**config.mk**
```make
export PLATFORM = sky130hd
export DESIGN_NAME = stereo_mixer_biquad_highpass
export DESIGN_NICKNAME = d
export VERILOG_FILES = /design/src/design/smbh_pkg.sv /design/src/design/smbh_mac.sv /design/src/design/stereo_mixer_biquad_highpass.sv
export SDC_FILE = /design/constraint.sdc
export NUM_CORES = 2
export LEC_CHECK = 0
export ABC_AREA = 1
export BUFFER_PORTS_ARGS = -buffer_cell sky130_fd_sc_hd__buf_2
export CORE_MARGIN = 2
export CORE_UTILIZATION = 30
export DETAILED_ROUTE_END_ITERATION = 8
export GPL_TIMING_DRIVEN = 1
export PLACE_DENSITY_LB_ADDON = 0.2
export REMOVE_ABC_BUFFERS = 1
export SKIP_CTS_REPAIR_TIMING = 1
export SLEW_MARGIN = 20
export SYNTH_ARGS = -nofsm -noshare
export SYNTH_HDL_FRONTEND = slang
export SYNTH_SLANG_ARGS = --single-unit
```
**constraint.sdc**
```tcl
create_clock -name clk -period 25.8 [get_ports clk]
set_clock_uncertainty 0.15 [all_clocks]
set_input_delay 1.29 -clock clk [delete_from_list [all_inputs] [get_ports clk]]
set_output_delay 1.29 -clock clk [all_outputs]
set_load 0.02 [all_outputs]
```
**src/design/smbh_pkg.sv**
```systemverilog
// Shared constants, types and control codes of the stereo mixer with high-pass biquad.
package smbh_pkg;

  localparam int CHANNELS       = 4;
  localparam int LEVEL_W        = 4;
  localparam int LEVEL_MAX      = 15;
  localparam int VOL_W          = 3;
  localparam int VOL_MAX        = 8;
  localparam int SAMPLE_FRAC    = 16;
  localparam int COEF_FRAC_BITS = 28;
  localparam int COEF_W         = 32;
  localparam int SAMPLE_W       = 32;
  localparam int ACC_W          = 64;
  localparam int MASK_W         = 8;
  localparam int VOLREG_W       = 8;

  localparam int SUM_W   = $clog2(CHANNELS * LEVEL_MAX + 1);
  localparam int MIX_MAX = CHANNELS * LEVEL_MAX * VOL_MAX;
  localparam int MIX_W   = $clog2(MIX_MAX + 1);
  localparam int X_W     = MIX_W + SAMPLE_FRAC;
  localparam int D_W     = X_W + 2;
  localparam int Q_W     = ACC_W - COEF_FRAC_BITS;

  localparam logic [X_W-1:0] X_MAX = X_W'(MIX_MAX) << SAMPLE_FRAC;

  localparam logic signed [SAMPLE_W-1:0] SMP_MAX = {1'b0, {(SAMPLE_W-1){1'b1}}};
  localparam logic signed [SAMPLE_W-1:0] SMP_MIN = {1'b1, {(SAMPLE_W-1){1'b0}}};
  localparam logic signed [ACC_W-1:0]    ACC_MAX = {1'b0, {(ACC_W-1){1'b1}}};
  localparam logic signed [ACC_W-1:0]    ACC_MIN = {1'b1, {(ACC_W-1){1'b0}}};
  localparam logic signed [ACC_W-1:0]    RND_HALF = ACC_W'(1) << (COEF_FRAC_BITS - 1);

  localparam logic signed [COEF_W-1:0] B0_RST = COEF_W'(1) << COEF_FRAC_BITS;

  localparam int CFG_IDX_W = 3;
  localparam logic [CFG_IDX_W-1:0] CFG_PAN_MASK = 3'd0;
  localparam logic [CFG_IDX_W-1:0] CFG_MASTER_VOL = 3'd1;
  localparam logic [CFG_IDX_W-1:0] CFG_HPF_ENABLE = 3'd2;
  localparam logic [CFG_IDX_W-1:0] CFG_COEF_B0 = 3'd3;
  localparam logic [CFG_IDX_W-1:0] CFG_COEF_A1 = 3'd4;
  localparam logic [CFG_IDX_W-1:0] CFG_COEF_A2 = 3'd5;

  typedef enum logic [1:0] {
    ACC_HOLD,
    ACC_LOAD,
    ACC_SUB,
    ACC_RND
  } acc_op_t;

  typedef struct packed {
    logic    mul_en;
    acc_op_t acc_op;
  } mac_ctrl_t;

endpackage

```
**src/design/smbh_mac.sv**
```systemverilog
// Shared 32x32 signed multiplier with a saturating 64-bit accumulator.
module smbh_mac (
  input  logic                                   clk,
  input  smbh_pkg::mac_ctrl_t                    ctrl,
  input  logic signed [smbh_pkg::COEF_W-1:0]     op_a,
  input  logic signed [smbh_pkg::COEF_W-1:0]     op_b,
  output logic signed [smbh_pkg::ACC_W-1:0]      acc
);

  logic signed [smbh_pkg::ACC_W-1:0] prod_full;
  logic signed [smbh_pkg::ACC_W-1:0] prod_r;
  logic signed [smbh_pkg::ACC_W-1:0] acc_r;
  logic signed [smbh_pkg::ACC_W:0]   wide_sum;
  logic signed [smbh_pkg::ACC_W-1:0] sat_sum;

  assign prod_full = op_a * op_b;

  always_comb begin
    case (ctrl.acc_op)
      smbh_pkg::ACC_SUB: wide_sum = {acc_r[smbh_pkg::ACC_W-1], acc_r}
                                  - {prod_r[smbh_pkg::ACC_W-1], prod_r};
      smbh_pkg::ACC_RND: wide_sum = {acc_r[smbh_pkg::ACC_W-1], acc_r}
                                  + {1'b0, smbh_pkg::RND_HALF};
      default:           wide_sum = {acc_r[smbh_pkg::ACC_W-1], acc_r};
    endcase
    if (wide_sum[smbh_pkg::ACC_W] != wide_sum[smbh_pkg::ACC_W-1]) begin
      sat_sum = wide_sum[smbh_pkg::ACC_W] ? smbh_pkg::ACC_MIN : smbh_pkg::ACC_MAX;
    end else begin
      sat_sum = wide_sum[smbh_pkg::ACC_W-1:0];
    end
  end

  always_ff @(posedge clk) begin
    if (ctrl.mul_en) begin
      prod_r <= prod_full;
    end
    case (ctrl.acc_op)
      smbh_pkg::ACC_LOAD: acc_r <= prod_r;
      smbh_pkg::ACC_SUB:  acc_r <= sat_sum;
      smbh_pkg::ACC_RND:  acc_r <= sat_sum;
      default:            acc_r <= acc_r;
    endcase
  end

  assign acc = acc_r;

endmodule

```
**src/design/stereo_mixer_biquad_highpass.sv**
```systemverilog
// Top level of the stereo mixer with per-side high-pass biquad and its sequencer.
// The block mixes four 4-bit channel levels into a left and a right sample and,
// when the filter is enabled, runs each side through a direct-form-I high-pass
// biquad. From acceptance, in_stall stays high through the mix step, the filter
// steps and store of each side (skipped in bypass) and the result step, so a new
// beat is taken only once the previous one is through, later if the previous
// result is still held by out_stall. The filter runs on the single shared 32x32
// multiplier and its saturating accumulator, which compute three products per
// side, right side first, plus a rounding step and a history update. A finished
// result waits in the output register while the next beat is taken in.
module stereo_mixer_biquad_highpass (
  input  logic                                      clk,
  input  logic                                      rst_n,
  input  logic                                      in_valid,
  output logic                                      in_stall,
  input  logic [smbh_pkg::LEVEL_W-1:0]              in_level_square_one,
  input  logic [smbh_pkg::LEVEL_W-1:0]              in_level_square_two,
  input  logic [smbh_pkg::LEVEL_W-1:0]              in_level_wave,
  input  logic [smbh_pkg::LEVEL_W-1:0]              in_level_noise,
  output logic                                      out_valid,
  input  logic                                      out_stall,
  output logic signed [smbh_pkg::SAMPLE_W-1:0]      out_left_sample,
  output logic signed [smbh_pkg::SAMPLE_W-1:0]      out_right_sample,
  input  logic                                      cfg_valid,
  output logic                                      cfg_ready,
  input  logic [smbh_pkg::CFG_IDX_W-1:0]            cfg_index,
  input  logic [smbh_pkg::COEF_W-1:0]               cfg_data
);

  typedef enum logic [2:0] {
    ST_IDLE,
    ST_MIX,
    ST_FILT,
    ST_STORE,
    ST_DONE
  } state_t;

  localparam logic SIDE_R = 1'b0;
  localparam logic SIDE_L = 1'b1;
  localparam logic [2:0] STEP_LAST = 3'd4;

  state_t state_r;
  logic [2:0] step_r;
  logic side_r;

  logic [smbh_pkg::MASK_W-1:0]      pan_r;
  logic [smbh_pkg::VOLREG_W-1:0]    vol_r;
  logic                             hpf_en_r;
  logic signed [smbh_pkg::COEF_W-1:0] b0_r;
  logic signed [smbh_pkg::COEF_W-1:0] a1_r;
  logic signed [smbh_pkg::COEF_W-1:0] a2_r;

  logic [smbh_pkg::LEVEL_W-1:0] lvl_r [smbh_pkg::CHANNELS];
  logic [smbh_pkg::X_W-1:0]     x_r   [2];
  logic [smbh_pkg::X_W-1:0]     xh0_r [2];
  logic [smbh_pkg::X_W-1:0]     xh1_r [2];
  logic signed [smbh_pkg::SAMPLE_W-1:0] yh0_r [2];
  logic signed [smbh_pkg::SAMPLE_W-1:0] yh1_r [2];
  logic signed [smbh_pkg::SAMPLE_W-1:0] res_r [2];

  logic out_valid_r;
  logic signed [smbh_pkg::SAMPLE_W-1:0] out_left_r;
  logic signed [smbh_pkg::SAMPLE_W-1:0] out_right_r;

  logic in_take;
  logic out_take;

  logic [smbh_pkg::SUM_W-1:0] sum_rt;
  logic [smbh_pkg::SUM_W-1:0] sum_lt;
  logic [smbh_pkg::VOL_W:0]   volp_rt;
  logic [smbh_pkg::VOL_W:0]   volp_lt;
  logic [smbh_pkg::X_W-1:0]   mix_x [2];

  logic signed [smbh_pkg::D_W-1:0]    d_val;
  smbh_pkg::mac_ctrl_t                mac_ctrl;
  logic signed [smbh_pkg::COEF_W-1:0] mac_a;
  logic signed [smbh_pkg::COEF_W-1:0] mac_b;
  logic signed [smbh_pkg::ACC_W-1:0]  mac_acc;
  logic signed [smbh_pkg::Q_W-1:0]    acc_q;
  logic signed [smbh_pkg::SAMPLE_W-1:0] y_val;

  assign in_stall  = (state_r != ST_IDLE);
  assign in_take   = in_valid && !in_stall;
  assign out_take  = out_valid_r && !out_stall;
  assign cfg_ready = 1'b1;

  assign out_valid        = out_valid_r;
  assign out_left_sample  = out_left_r;
  assign out_right_sample = out_right_r;

  always_comb begin
    sum_rt = '0;
    sum_lt = '0;
    for (int i = 0; i < smbh_pkg::CHANNELS; i++) begin
      if (pan_r[i]) begin
        sum_rt = sum_rt + smbh_pkg::SUM_W'(lvl_r[i]);
      end
      if (pan_r[i + smbh_pkg::CHANNELS]) begin
        sum_lt = sum_lt + smbh_pkg::SUM_W'(lvl_r[i]);
      end
    end
    volp_rt = {1'b0, vol_r[smbh_pkg::VOL_W-1:0]} + 1'b1;
    volp_lt = {1'b0, vol_r[smbh_pkg::VOL_W+3:4]} + 1'b1;
    mix_x[SIDE_R] = {smbh_pkg::MIX_W'(sum_rt * volp_rt), {smbh_pkg::SAMPLE_FRAC{1'b0}}};
    mix_x[SIDE_L] = {smbh_pkg::MIX_W'(sum_lt * volp_lt), {smbh_pkg::SAMPLE_FRAC{1'b0}}};
  end

  assign d_val = $signed({2'b00, x_r[side_r]})
               - $signed({1'b0, xh0_r[side_r], 1'b0})
               + $signed({2'b00, xh1_r[side_r]});

  always_comb begin
    mac_ctrl.mul_en = 1'b0;
    mac_ctrl.acc_op = smbh_pkg::ACC_HOLD;
    mac_a = smbh_pkg::COEF_W'(d_val);
    mac_b = b0_r;
    if (state_r == ST_FILT) begin
      case (step_r)
        3'd0: begin
          mac_ctrl.mul_en = 1'b1;
        end
        3'd1: begin
          mac_ctrl.mul_en = 1'b1;
          mac_ctrl.acc_op = smbh_pkg::ACC_LOAD;
          mac_a = yh0_r[side_r];
          mac_b = a1_r;
        end
        3'd2: begin
          mac_ctrl.mul_en = 1'b1;
          mac_ctrl.acc_op = smbh_pkg::ACC_SUB;
          mac_a = yh1_r[side_r];
          mac_b = a2_r;
        end
        3'd3: begin
          mac_ctrl.acc_op = smbh_pkg::ACC_SUB;
        end
        3'd4: begin
          mac_ctrl.acc_op = smbh_pkg::ACC_RND;
        end
        default: begin
          mac_ctrl.acc_op = smbh_pkg::ACC_HOLD;
        end
      endcase
    end
  end

  smbh_mac u_mac (
    .clk  (clk),
    .ctrl (mac_ctrl),
    .op_a (mac_a),
    .op_b (mac_b),
    .acc  (mac_acc)
  );

  always_comb begin
    acc_q = mac_acc[smbh_pkg::ACC_W-1:smbh_pkg::COEF_FRAC_BITS];
    if (acc_q > smbh_pkg::Q_W'(smbh_pkg::SMP_MAX)) begin
      y_val = smbh_pkg::SMP_MAX;
    end else if (acc_q < smbh_pkg::Q_W'(smbh_pkg::SMP_MIN)) begin
      y_val = smbh_pkg::SMP_MIN;
    end else begin
      y_val = acc_q[smbh_pkg::SAMPLE_W-1:0];
    end
  end

  always_ff @(posedge clk) begin
    if (!rst_n) begin
      state_r     <= ST_IDLE;
      step_r      <= '0;
      side_r      <= SIDE_R;
      out_valid_r <= 1'b0;
      pan_r       <= '0;
      vol_r       <= '0;
      hpf_en_r    <= 1'b1;
      b0_r        <= smbh_pkg::B0_RST;
      a1_r        <= '0;
      a2_r        <= '0;
      for (int s = 0; s < 2; s++) begin
        xh0_r[s] <= '0;
        xh1_r[s] <= '0;
        yh0_r[s] <= '0;
        yh1_r[s] <= '0;
      end
    end else begin
      if (cfg_valid && cfg_ready) begin
        case (cfg_index)
          smbh_pkg::CFG_PAN_MASK:   pan_r    <= cfg_data[smbh_pkg::MASK_W-1:0];
          smbh_pkg::CFG_MASTER_VOL: vol_r    <= cfg_data[smbh_pkg::VOLREG_W-1:0];
          smbh_pkg::CFG_HPF_ENABLE: hpf_en_r <= cfg_data[0];
          smbh_pkg::CFG_COEF_B0:    b0_r     <= cfg_data;
          smbh_pkg::CFG_COEF_A1:    a1_r     <= cfg_data;
          smbh_pkg::CFG_COEF_A2:    a2_r     <= cfg_data;
          default: ;
        endcase
      end

      if (out_take && state_r != ST_DONE) begin
        out_valid_r <= 1'b0;
      end

      case (state_r)
        ST_IDLE: begin
          if (in_take) begin
            lvl_r[0] <= in_level_square_one;
            lvl_r[1] <= in_level_square_two;
            lvl_r[2] <= in_level_wave;
            lvl_r[3] <= in_level_noise;
            state_r  <= ST_MIX;
          end
        end
        ST_MIX: begin
          x_r[SIDE_R] <= mix_x[SIDE_R];
          x_r[SIDE_L] <= mix_x[SIDE_L];
          side_r      <= SIDE_R;
          step_r      <= '0;
          if (hpf_en_r) begin
            state_r <= ST_FILT;
          end else begin
            res_r[SIDE_R] <= smbh_pkg::SAMPLE_W'(mix_x[SIDE_R]);
            res_r[SIDE_L] <= smbh_pkg::SAMPLE_W'(mix_x[SIDE_L]);
            state_r       <= ST_DONE;
          end
        end
        ST_FILT: begin
          if (step_r == STEP_LAST) begin
            state_r <= ST_STORE;
          end else begin
            step_r <= step_r + 3'd1;
          end
        end
        ST_STORE: begin
          res_r[side_r] <= y_val;
          xh1_r[side_r] <= xh0_r[side_r];
          xh0_r[side_r] <= x_r[side_r];
          yh1_r[side_r] <= yh0_r[side_r];
          yh0_r[side_r] <= y_val;
          step_r        <= '0;
          if (side_r == SIDE_R) begin
            side_r  <= SIDE_L;
            state_r <= ST_FILT;
          end else begin
            state_r <= ST_DONE;
          end
        end
        ST_DONE: begin
          if (!out_valid_r || !out_stall) begin
            out_valid_r <= 1'b1;
            out_left_r  <= res_r[SIDE_L];
            out_right_r <= res_r[SIDE_R];
            state_r     <= ST_IDLE;
          end
        end
        default: begin
          state_r <= ST_IDLE;
        end
      endcase
    end
  end

  a_take_to_mix: assert property (@(posedge clk) disable iff (!rst_n)
    in_take |=> state_r == ST_MIX)
    else $error("Accepted beat did not start the mix step.");

  a_step_range: assert property (@(posedge clk) disable iff (!rst_n)
    state_r == ST_FILT |-> step_r <= STEP_LAST)
    else $error("Filter step counter ran past its last step.");

  a_left_last: assert property (@(posedge clk) disable iff (!rst_n)
    (state_r == ST_STORE && side_r == SIDE_L) |=> state_r == ST_DONE)
    else $error("Left side store was not followed by the result step.");

  a_hist_range: assert property (@(posedge clk) disable iff (!rst_n)
    xh0_r[SIDE_R] <= smbh_pkg::X_MAX && xh0_r[SIDE_L] <= smbh_pkg::X_MAX)
    else $error("Input history holds a value beyond full scale.");

  a_result_src: assert property (@(posedge clk) disable iff (!rst_n)
    $rose(out_valid_r) |-> $past(state_r) == ST_DONE)
    else $error("Result appeared without passing through the result step.");

endmodule

```
==> impl_metrics.tcl <==
set metrics [dict create \
    net-switching-power_w 0.00549 \
    multiInputGateArea_um2 44800 \
    num_rows 174 \
    critPathCaptureType "register" \
    vias_per_cell 4.85 \
    seqPwrFrac_pct 14.3 \
    io_pins 123 \
    synth_area_um2 68100 \
    async_flop_share_pct 0 \
    startpoint_type "register" \
    grt_max_degree 75 \
    worst-setup-path-type "register to register" \
    coreArea_um2 225000 \
    synth_top_area_share_pct 32.6 \
    final.setup.tns_ps 0 \
    synth_most_common_cell "inv_1" \
    final-hold-violation-count 0 \
    synthTopCellsByArea "fa_1, edfxtp_1, inv_1, nand2_1, nor2_1" \
    track_usage_pct 21.4 \
    cts.htree.levels 3 \
    portBuffers 121 \
    clkLatencyLatePin_ps 690 \
    path_buf_inv 10 \
    finalCriticalPeriod_ps 12890 \
    post_route_cells_drive_above_1_share_pct 7.04 \
    relSlewSlack_pct 28.4 \
    crit_fanout 39 \
    syn_inst 7946 \
    worst_path_largest_cell_delay_ps 890 \
    worst-slew-pin-transition_ps 1060 \
    setup_viol 0 \
    p_leak_nw 33.5 \
    wl_per_cell_um 22.1 \
    power_w 0.00989 \
    place_hpwl_um 190000 \
    ant_nets 0 \
    internal_power_w 0.00439 \
    nNetsFinal 9466 \
    p_clk_share_pct 10.6 \
    clockBufferDepth 3 \
    crit_family "adder cells" \
    synthFlopType "edfxtp_1" \
    powerDensity_nw_per_um2 132 \
    drt-initial-drc-count 4253 \
    syn_avg_cell_area_um2 8.57 \
    clock_sinks 574 \
    min_path_type "register to register" \
    post-route-period-util_pct 50.0 \
    required_ps 26090 \
    synth_edf_count 454 \
    max_freq_mhz 77.6 \
    ff_latch_area_um2 16000 \
    drcViolationCount 0 \
    switching_share_pct 55.5 \
    area_growth_pct 9.66 \
    first_global_vias 56041 \
    p_comb_share_pct 75.1 \
    numCtsBuffers 72 \
    gp_congestion 0.956 \
    ir_worst_vdd_mv 0.288 \
    yosysWarnings 0 \
    die_x_um 480 \
    ys_ff_latch 574 \
    stdcell_count 11031 \
    cpMaxStageDelayCell "fa_1" \
    dpl.cell_count 10898 \
    die_h_um 480 \
    antenna_found_initial 5 \
    yosysSeqAreaShare_pct 23.6 \
    path_clk_slew_ps 60 \
    n_antenna_cell 0 \
    die_area_um2 231000 \
    synth_cell_type_count 59 \
    dr.pass1.iters 6 \
    rsz0062_at_grt "false" \
    path_common_cell "fa_1" \
    routed_wirelength_um 244000 \
    start_util_pct 30.2 \
    grt_pass1_wl_um 368000 \
    cp.arrival_ps 13180 \
    maxCapViolCount 0 \
    clock-root-buffer "clkbuf_16" \
    synthTopCellsByCount "inv_1, nand2_1, nor2_1" \
    outcome "complete, no violations" \
    grt.overflow.total 0 \
    cts_tree "built" \
    slew_viol_final 0 \
    fill_cells 23750 \
    vias 53526 \
    yosys.area.top_type "fa_1" \
]
cell families (layout without fill, tap and decap cells):
| family | count (synthesis) | count (layout) | share of synthesized area (%) |
|---|---|---|---|
| buffers and inverters | 1909 | 2002 | 10.9 |
| AOI/OAI and AO/OA | 777 | 777 | 6.53 |
| DFF | 574 | 574 | 23.6 |
| other | 1 | 1 | 0.00551 |
| xor gates and xnor gates | 136 | 136 | 1.75 |
| and+or+nand+nor | 3076 | 3076 | 18.2 |
| muxes | 44 | 44 | 0.647 |
| adders and majority gates | 1429 | 1429 | 38.5 |
sequential cells by signal, indices dropped and copies added (netlist names), 64 cells and up, named ones only:
signal,flops
res_r,64
u_mac.acc,64
u_mac.prod_r,64
yh0_r,64
yh1_r,64
stage by stage:
stage	instance area, um2	util [%]	hold slack (ps)	worst slack, ps
6_report	74700	33.2	267	12910
5_1_grt	74700	33.2	273	12080
4_1_cts	74600	33.2	267	12840
3_5_place_dp	72200	32.1	255	12870
3_3_place_gp	72200	32.1	251	13190
2_1_floorplan	66800	-	250	12180
power by group through the flow:
stage          sequential (W)  clock (W)  combinational [W]
2_1_floorplan         0.00135          0            0.00486
3_5_place_dp          0.00143          0            0.00750
5_1_grt               0.00142    0.00111            0.00834
4_1_cts               0.00141    0.00108            0.00755
6_report              0.00141    0.00105            0.00743
3_3_place_gp          0.00143          0            0.00747
worst reg2reg max path: cells and delay by family (launching register included):
kind / cells / cell delay, ps
AO/OA/AOI/OAI: 7 / 1660
XOR/XNOR: 1 / 170
flip-flops: 1 / 600
buffers and inverters: 10 / 2670
AND/OR/NAND/NOR: 8 / 1580
adder cells (fa/ha/maj): 11 / 5840
metal layers:
metal | vias up | global-route usage (%) | wire, um
met5 | - | 0 | 18
met4 | 2 | 5.83 | 6980
met3 | 281 | 2.43 | 14400
met2 | 1670 | 34.3 | 111000
met1 | 27325 | 30.4 | 111000
li1 | 24248 | - | -
path summary, 6_finish.rpt:
kind / from / endpoint / slack [ps] / cells past startpoint
setup / recovery: register / u_mac.prod_r[58]$_DFFE_PP_ / 12910 / 37
hold / removal: res_r[0][21]$_DFFE_PP_ / out_right_sample[21]$_DFFE_PP_ / 270 / 0
setup reg to reg: register / u_mac.prod_r[58]$_DFFE_PP_ / 12910 / 37
hold reg to reg: res_r[0][21]$_DFFE_PP_ / out_right_sample[21]$_DFFE_PP_ / 270 / 0
cell type report:
cell class                 count  area share, %
tap                         2992           5.01
timing repair buffer         241           2.05
inverter                    1629           8.19
multi-input combinational   5463           60.0
clock buffer                  87           2.54
clock inverter                45          0.712
sequential                   574           21.5
placed cells by master, fill, tap and decap left out, types with 15 or more instances in the layout:
cell | synthesis | final
buf_2 | 132 | 120
nand3_1 | 186 | 184
a21o_1 | 23 | 23
o21bai_1 | 32 | 32
mux2i_1 | 44 | 44
o22ai_1 | 17 | 15
nand2_1 | 1480 | 1477
inv_2 | 38 | 38
ha_1 | 321 | 321
a221oi_1 | 26 | 26
nand2_2 | 22 | 23
inv_1 | 1580 | 1580
edfxtp_1 | 454 | 454
clkbuf_16 | 0 | 73
nor2_2 | 24 | 40
clkinv_1 | 10 | 17
fa_1 | 1108 | 1108
a21oi_1 | 232 | 226
buf_4 | 10 | 120
dfxtp_1 | 120 | 119
nor3_1 | 46 | 45
nor2_1 | 1193 | 1176
o21ai_0 | 353 | 351
xnor2_1 | 64 | 64
or2_2 | 51 | 51
xor2_1 | 72 | 72
nand4_1 | 28 | 28
a21oi_2 | 18 | 22
Note: power is estimated with default switching activity, not from simulation.
